[config.mk]
export PLATFORM = sky130hd
export DESIGN_NAME = tcc_fifo
export DESIGN_NICKNAME = d
export VERILOG_FILES = /design/src/rtl/core/tcc_pkg.sv /design/src/rtl/core/tcc_fifo.sv
export SDC_FILE = /design/constraint.sdc
export NUM_CORES = 1
export LEC_CHECK = 0
export BUFFER_PORTS_ARGS = -buffer_cell sky130_fd_sc_hd__buf_2
export CAP_MARGIN = 20
export CORE_MARGIN = 2
export CORE_UTILIZATION = 45
export CTS_BUF_LIST = sky130_fd_sc_hd__clkbuf_4 sky130_fd_sc_hd__clkbuf_8
export DETAILED_ROUTE_END_ITERATION = 6
export MAX_ROUTING_LAYER = met4
export PLACE_DENSITY = 0.68
export SYNTH_ARGS = -nofsm -noshare
export SYNTH_HDL_FRONTEND = slang
export SYNTH_SLANG_ARGS = --single-unit
export TNS_END_PERCENT = 30
[constraint.sdc]
create_clock -name clk -period 2.3 [get_ports clk]
set_input_delay 0.115 -clock clk [delete_from_list [all_inputs] [get_ports clk]]
set_output_delay 0.115 -clock clk [all_outputs]
set_load 0.03 [all_outputs]
[src/rtl/core/tcc_pkg.sv]
// Shared constants, width helpers and control types for the tetrahedron circumcenter block.
`timescale 1ns / 1ps
package tcc_pkg;

	// defaults for the top-level parameters
	localparam int COORD_BITS_DEF = 16;
	localparam int FRAC_BITS_DEF  = 16;

	// fixed field widths
	localparam int OUT_W  = 48;
	localparam int THR_W  = 32;

	// quotient bits kept by the divider; anything larger always clips
	localparam int QB     = OUT_W + 1;

	// depth of the queue between front and back
	localparam int QDEPTH = 4;

	// accept edge to strobe edge: 5 front stages, queue, 2 back stages,
	// divider (QB + 1), sum stage, output stage
	localparam int LATENCY = 11 + QB;

	// numerator determinant width (signed)
	function automatic int nw_f(input int c);
		return 4 * c + 6;
	endfunction

	// denominator determinant width (signed)
	function automatic int denw_f(input int c);
		return 3 * c + 4;
	endfunction

	// word passed from front to back: degenerate flag, p, three numerators, denominator
	function automatic int plw_f(input int c);
		return 1 + 3 * c + 3 * nw_f(c) + denw_f(c);
	endfunction

	// queue status seen by the top level
	typedef struct packed {
		logic full;
		logic empty;
	} q_stat_t;

endpackage

[src/rtl/core/tcc_fifo.sv]
// Short word queue between the front and back parts.
`timescale 1ns / 1ps
module tcc_fifo import tcc_pkg::*; #(
	parameter int W     = 8,
	parameter int DEPTH = QDEPTH
) (
	input  logic         clk,
	input  logic         arst_n,
	input  logic         push,
	input  logic [W-1:0] din,
	input  logic         pop,
	output logic [W-1:0] dout,
	output q_stat_t      stat
);

	localparam int AW = (DEPTH > 1) ? $clog2(DEPTH) : 1;

	logic [W-1:0]  mem_q [DEPTH];
	logic [AW-1:0] wr_q, rd_q;
	logic [AW:0]   cnt_q;
	logic          do_push, do_pop;

	assign do_push = push && !stat.full;
	assign do_pop  = pop && !stat.empty;

	// storage
	always_ff @(posedge clk) begin
		if (do_push) begin
			mem_q[wr_q] <= din;
		end
	end

	// pointers and fill level
	always_ff @(posedge clk or negedge arst_n) begin
		if (!arst_n) begin
			wr_q  <= '0;
			rd_q  <= '0;
			cnt_q <= '0;
		end else begin
			if (do_push) begin
				wr_q <= (wr_q == AW'(DEPTH - 1)) ? '0 : wr_q + 1'b1;
			end
			if (do_pop) begin
				rd_q <= (rd_q == AW'(DEPTH - 1)) ? '0 : rd_q + 1'b1;
			end
			if (do_push && !do_pop) begin
				cnt_q <= cnt_q + 1'b1;
			end else if (do_pop && !do_push) begin
				cnt_q <= cnt_q - 1'b1;
			end
		end
	end

	assign dout       = mem_q[rd_q];
	assign stat.full  = (cnt_q == (AW+1)'(DEPTH));
	assign stat.empty = (cnt_q == '0);

endmodule

Word-level counts from Yosys, hierarchy flattened
Memories as Yosys holds them, arrays and structs flattened.
Cells that the tools add are included.
{"block": "totals", "elab_cells": 27, "ramBits": 32, "input_bits": 12, "memories": 1, "register_bits": 7, "out_inout_bits": 10}
{"block": "classes", "mux": 6, "eq_ne": 3, "reduce_logical": 10, "n_addsub": 4}
{"memory": "mem_q", "words": 4, "word_bits": 8, "rd": 1, "rd_clocked_by_memory_dff": 0, "write_ports": 1, "line_no": "tcc_fifo.sv:18", "text": "logic [W-1:0] mem_q [DEPTH];"}
{"operator": "$mux 3", "n": 2}
{"operator": "$add 2x1->2 const B", "n": 2}
{"operator": "$eq 2x2->1 const B", "n": 2}
{"operator": "$logic_and 1x1->1", "n": 4}
{"operator": "$logic_not 1->1", "n": 4}
{"operator": "$mux 2", "n": 2}
{"operator": "$add 3x1->3 const B", "n": 1}
{"operator": "$eq 3x3->1 const B", "n": 1}
{"operator": "$logic_not 3->1", "n": 1}
{"operator": "$sub 3x1->3 const B", "n": 1}
{"operator": "$mux 1", "n": 2}
{"operator": "$reduce_bool 2->1", "n": 1}

Depth between registers and ports, before layout
{"block": "logic_depth", "depth_word": 7, "depth_mapped": 8, "ltp_nobuf": 8}

Least setup slack after synthesis
OpenSTA, ideal clock, no wires.
{"block": "synth_timing", "kind": "flip-flop to flip-flop", "from": "register cnt_q[0]", "to": "register cnt_q[2]", "arrival_ps": 2163, "synth_period_minus_slack_ps": 2242, "path_buffers": 0, "required_ps": 2221, "stages_incl_launch_ff": 9, "setup_time_ps": 79, "slack_ps": 58, "path_cell_list": "dfrtp_1 > nor3_2 > nand2b_4 > ha_1 > inv_1 > fa_1 > xor2_1 > nor2_1 > xor2_1"}
{"item": "start: declaration", "line_no": "tcc_fifo.sv:20", "text": "logic [AW:0] cnt_q;"}
{"item": "start signal: assignment", "line_no": "tcc_fifo.sv:47", "text": "cnt_q <= cnt_q + 1'b1;"}
{"item": "start signal: assignment", "line_no": "tcc_fifo.sv:49", "text": "cnt_q <= cnt_q - 1'b1;"}

Final worst setup path
{"block": "layout_timing", "from": "register rd_q[0]", "to": "output dout[3]"}
{"block": "layout_via", "elab_chain_cells": 1}
{"item": "start: declaration", "line_no": "tcc_fifo.sv:19", "text": "logic [AW-1:0] wr_q, rd_q;"}
{"item": "start signal: assignment", "line_no": "tcc_fifo.sv:44", "text": "rd_q <= (rd_q == AW'(DEPTH - 1)) ? '0 : rd_q + 1'b1;"}
{"item": "$mem_v2 4x8"}
{"item": "end: declaration", "line_no": "tcc_fifo.sv:12", "text": "output logic [W-1:0] dout,"}
Every way passes these cells.

==> metrics.txt <==
GP Congestion 0.679; Rows 21; Syn Nets 98; Unique masters post-synth 19; First-pass DRT Iterations 3; vias in the first global route 866; Clock Skew 12.0 ps; core footprint 3390 sq um; number of port buffers 21; Global Route Usage Sum 14.3%; Worst Hold Class primary input to async pin; Clock Tree Root clkbuf_4; final setup TNS 0 ps; Max Clk Rate 504 MHz; Final min period 1980 ps; Vias/cell 4.88; largest net degree at the start of global routing 14; synthesized instance count 79; Ports 22; CP startpoint kind flop; RSZ-0062 raised after global routing false; clock-pin slew on the worst setup and hold paths 120 ps; Rel. slew slack 60.5%; Num CTS Buffers 5; most common cell after layout, fill and taps aside edfxtp_1; ANT cells 0; clock sinks 39; Syn Area/Cell 20.5 sq um; DIE HEIGHT 64.0 microns; Resized cells post-CTS 0; DR WL/cell 14.6 microns; first-pass GRT wire length 3990 microns; Leak 0.754 nW; H-tree Lvls 2; fillers 261; reg2reg setup slack 320 ps; slowest stage cell, crit path dfrtp_1; end of the worst register-to-register path cnt_q[2]; WHS 115 ps; via count 796; reg2reg start cnt_q[0]; Nets 135; Final Cycle Share 86.2%; Max-cap violations 0; critical path capture point type output pin; Max Slew Vio Count 0; Initial Util 47.8%; full die area 4090 sq um; initial antenna violation count 0; Buf/Inv on CP 1; total grt overflow 0; Top Family by Delay on Critical Path flip-flops; Worst-Skew Late Latency 350 ps; Clock Path Buffers 2; FF-to-FF path depth 8; post-synthesis cell area 1620 sq um; Max IR drop VDD 0.505 mV; critical path, cell by cell mux4_2 -> buf_2; multi-input combinational cell area 463 sq um; Post-Route WL 2380 microns; outcome completed; endpoints failing setup 0; number of DRC markers in iteration 0 25; pwr dens 1280 nW/um^2; Routed Antenna Nets 0; DRC errors left 0; Max stage delay on crit path 740 ps; Critical Path AT 1870 ps; measured slew at the worst slew-check pin 593 ps; most frequent cells in the layout edfxtp_1 (32), buf_2 (21), dlygate4sd3_1 (9), mux4_2 (8), dfrtp_1 (7); Seq/Total Area, Yosys 70.2%; CTS tree done; final hold violation count 0; flops & latches, synth 39; worst-path fanout max 11; CP Class flop to output pin; WP data required 2180 ps; Area Growth Syn to Fin 21.0%; register area 1140 sq um; Die X 64.0 microns; synth warn 0; share of layout cells above drive strength 1 43.6%
registers in the layout, indices dropped and copies added (netlist names):
name,cells
mem_q,32
wr_q,2
rd_q,2
cnt_q,3
area by class of cell:
type | instances | share of cell area [%]
Clock buffer | 5 | 1.92
Tap cell | 46 | 2.94
Sequential cell | 39 | 58.0
Clock inverter | 3 | 2.23
Timing Repair Buffer | 32 | 10.7
Multi-Input combinational cell | 35 | 23.6
Inverter | 3 | 0.575
metrics by stage:
stage / std cells / instance area (sq um) / utilization, % / total power, mW / setup slack, ps
floorplan: 79 / 1620 / - / 1.83 / 58.0
CTS: 163 / 1960 / 57.8 / 2.53 / 272
global placement: 146 / 1790 / 52.8 / 2.05 / 378
detailed placement: 146 / 1790 / 52.8 / 2.08 / 315
global route: 163 / 1960 / 57.8 / 2.65 / 186
finish: 163 / 1960 / 57.8 / 2.50 / 317
cells in the mapped netlist, drive strengths merged:
cell    number  area share [%]
nand2b       1            0.85
nor3         1            0.62
nor2b        1            0.85
mux2         5             3.9
clkbuf       1            0.23
mux4         8              11
inv          3            0.70
dfrtp        7              11
xnor2        1            0.54
nor2         4            0.93
and2         3             1.4
fa           1             1.2
edfxtp      32              59
nand2        1            0.23
xor2         2             1.1
buf          1            0.31
ha           6             4.6
nor3b        1             1.2
power by group:
group | switching [mW] | internal, mW | total, mW
sequential | 0.174 | 0.954 | 1.13
combinational | 0.484 | 0.436 | 0.921
clock | 0.223 | 0.229 | 0.452
worst max-delay path by stage:
stage              from        to  slack (ps)  depth (start not counted)
3_3_place_gp   cnt_q[0]  cnt_q[1]         380                          6
3_5_place_dp   cnt_q[0]  cnt_q[2]         320                          8
4_1_cts         rd_q[0]   dout[0]         270                          2
2_1_floorplan  cnt_q[0]  cnt_q[2]          60                          8
5_1_grt        cnt_q[0]  cnt_q[2]         190                          8
6_report        rd_q[0]   dout[3]         320                          2
logic make-up (layout without fill, tap and decap cells):
family	Yosys count	in the layout	share of synthesized area, %
buffers and inverters	5	43	1.24
AND/OR/NAND/NOR	12	12	6.03
multiplexers	13	13	15.1
adder cells (fa/ha/maj)	7	7	5.87
XOR/XNOR	3	3	1.62
flip-flops	39	39	70.2
routing by layer:
| metal | track usage [%] | wire, microns | up-vias |
|---|---|---|---|
| met4 | 8.15 | 61 | 0 |
| met2 | 23.4 | 1250 | 16 |
| met3 | 4.23 | 108 | 6 |
| met1 | 15.4 | 959 | 401 |
| met5 | - | 0 | - |
| li1 | - | - | 373 |
repair_timing:
| item | CTS | global route |
|---|---|---|
| buffers inserted | 0 | 0 |
| hold buffers | 9 | 0 |
| hold endpoints to repair | 39 | 0 |
Power figures use the tool's default switching activity.
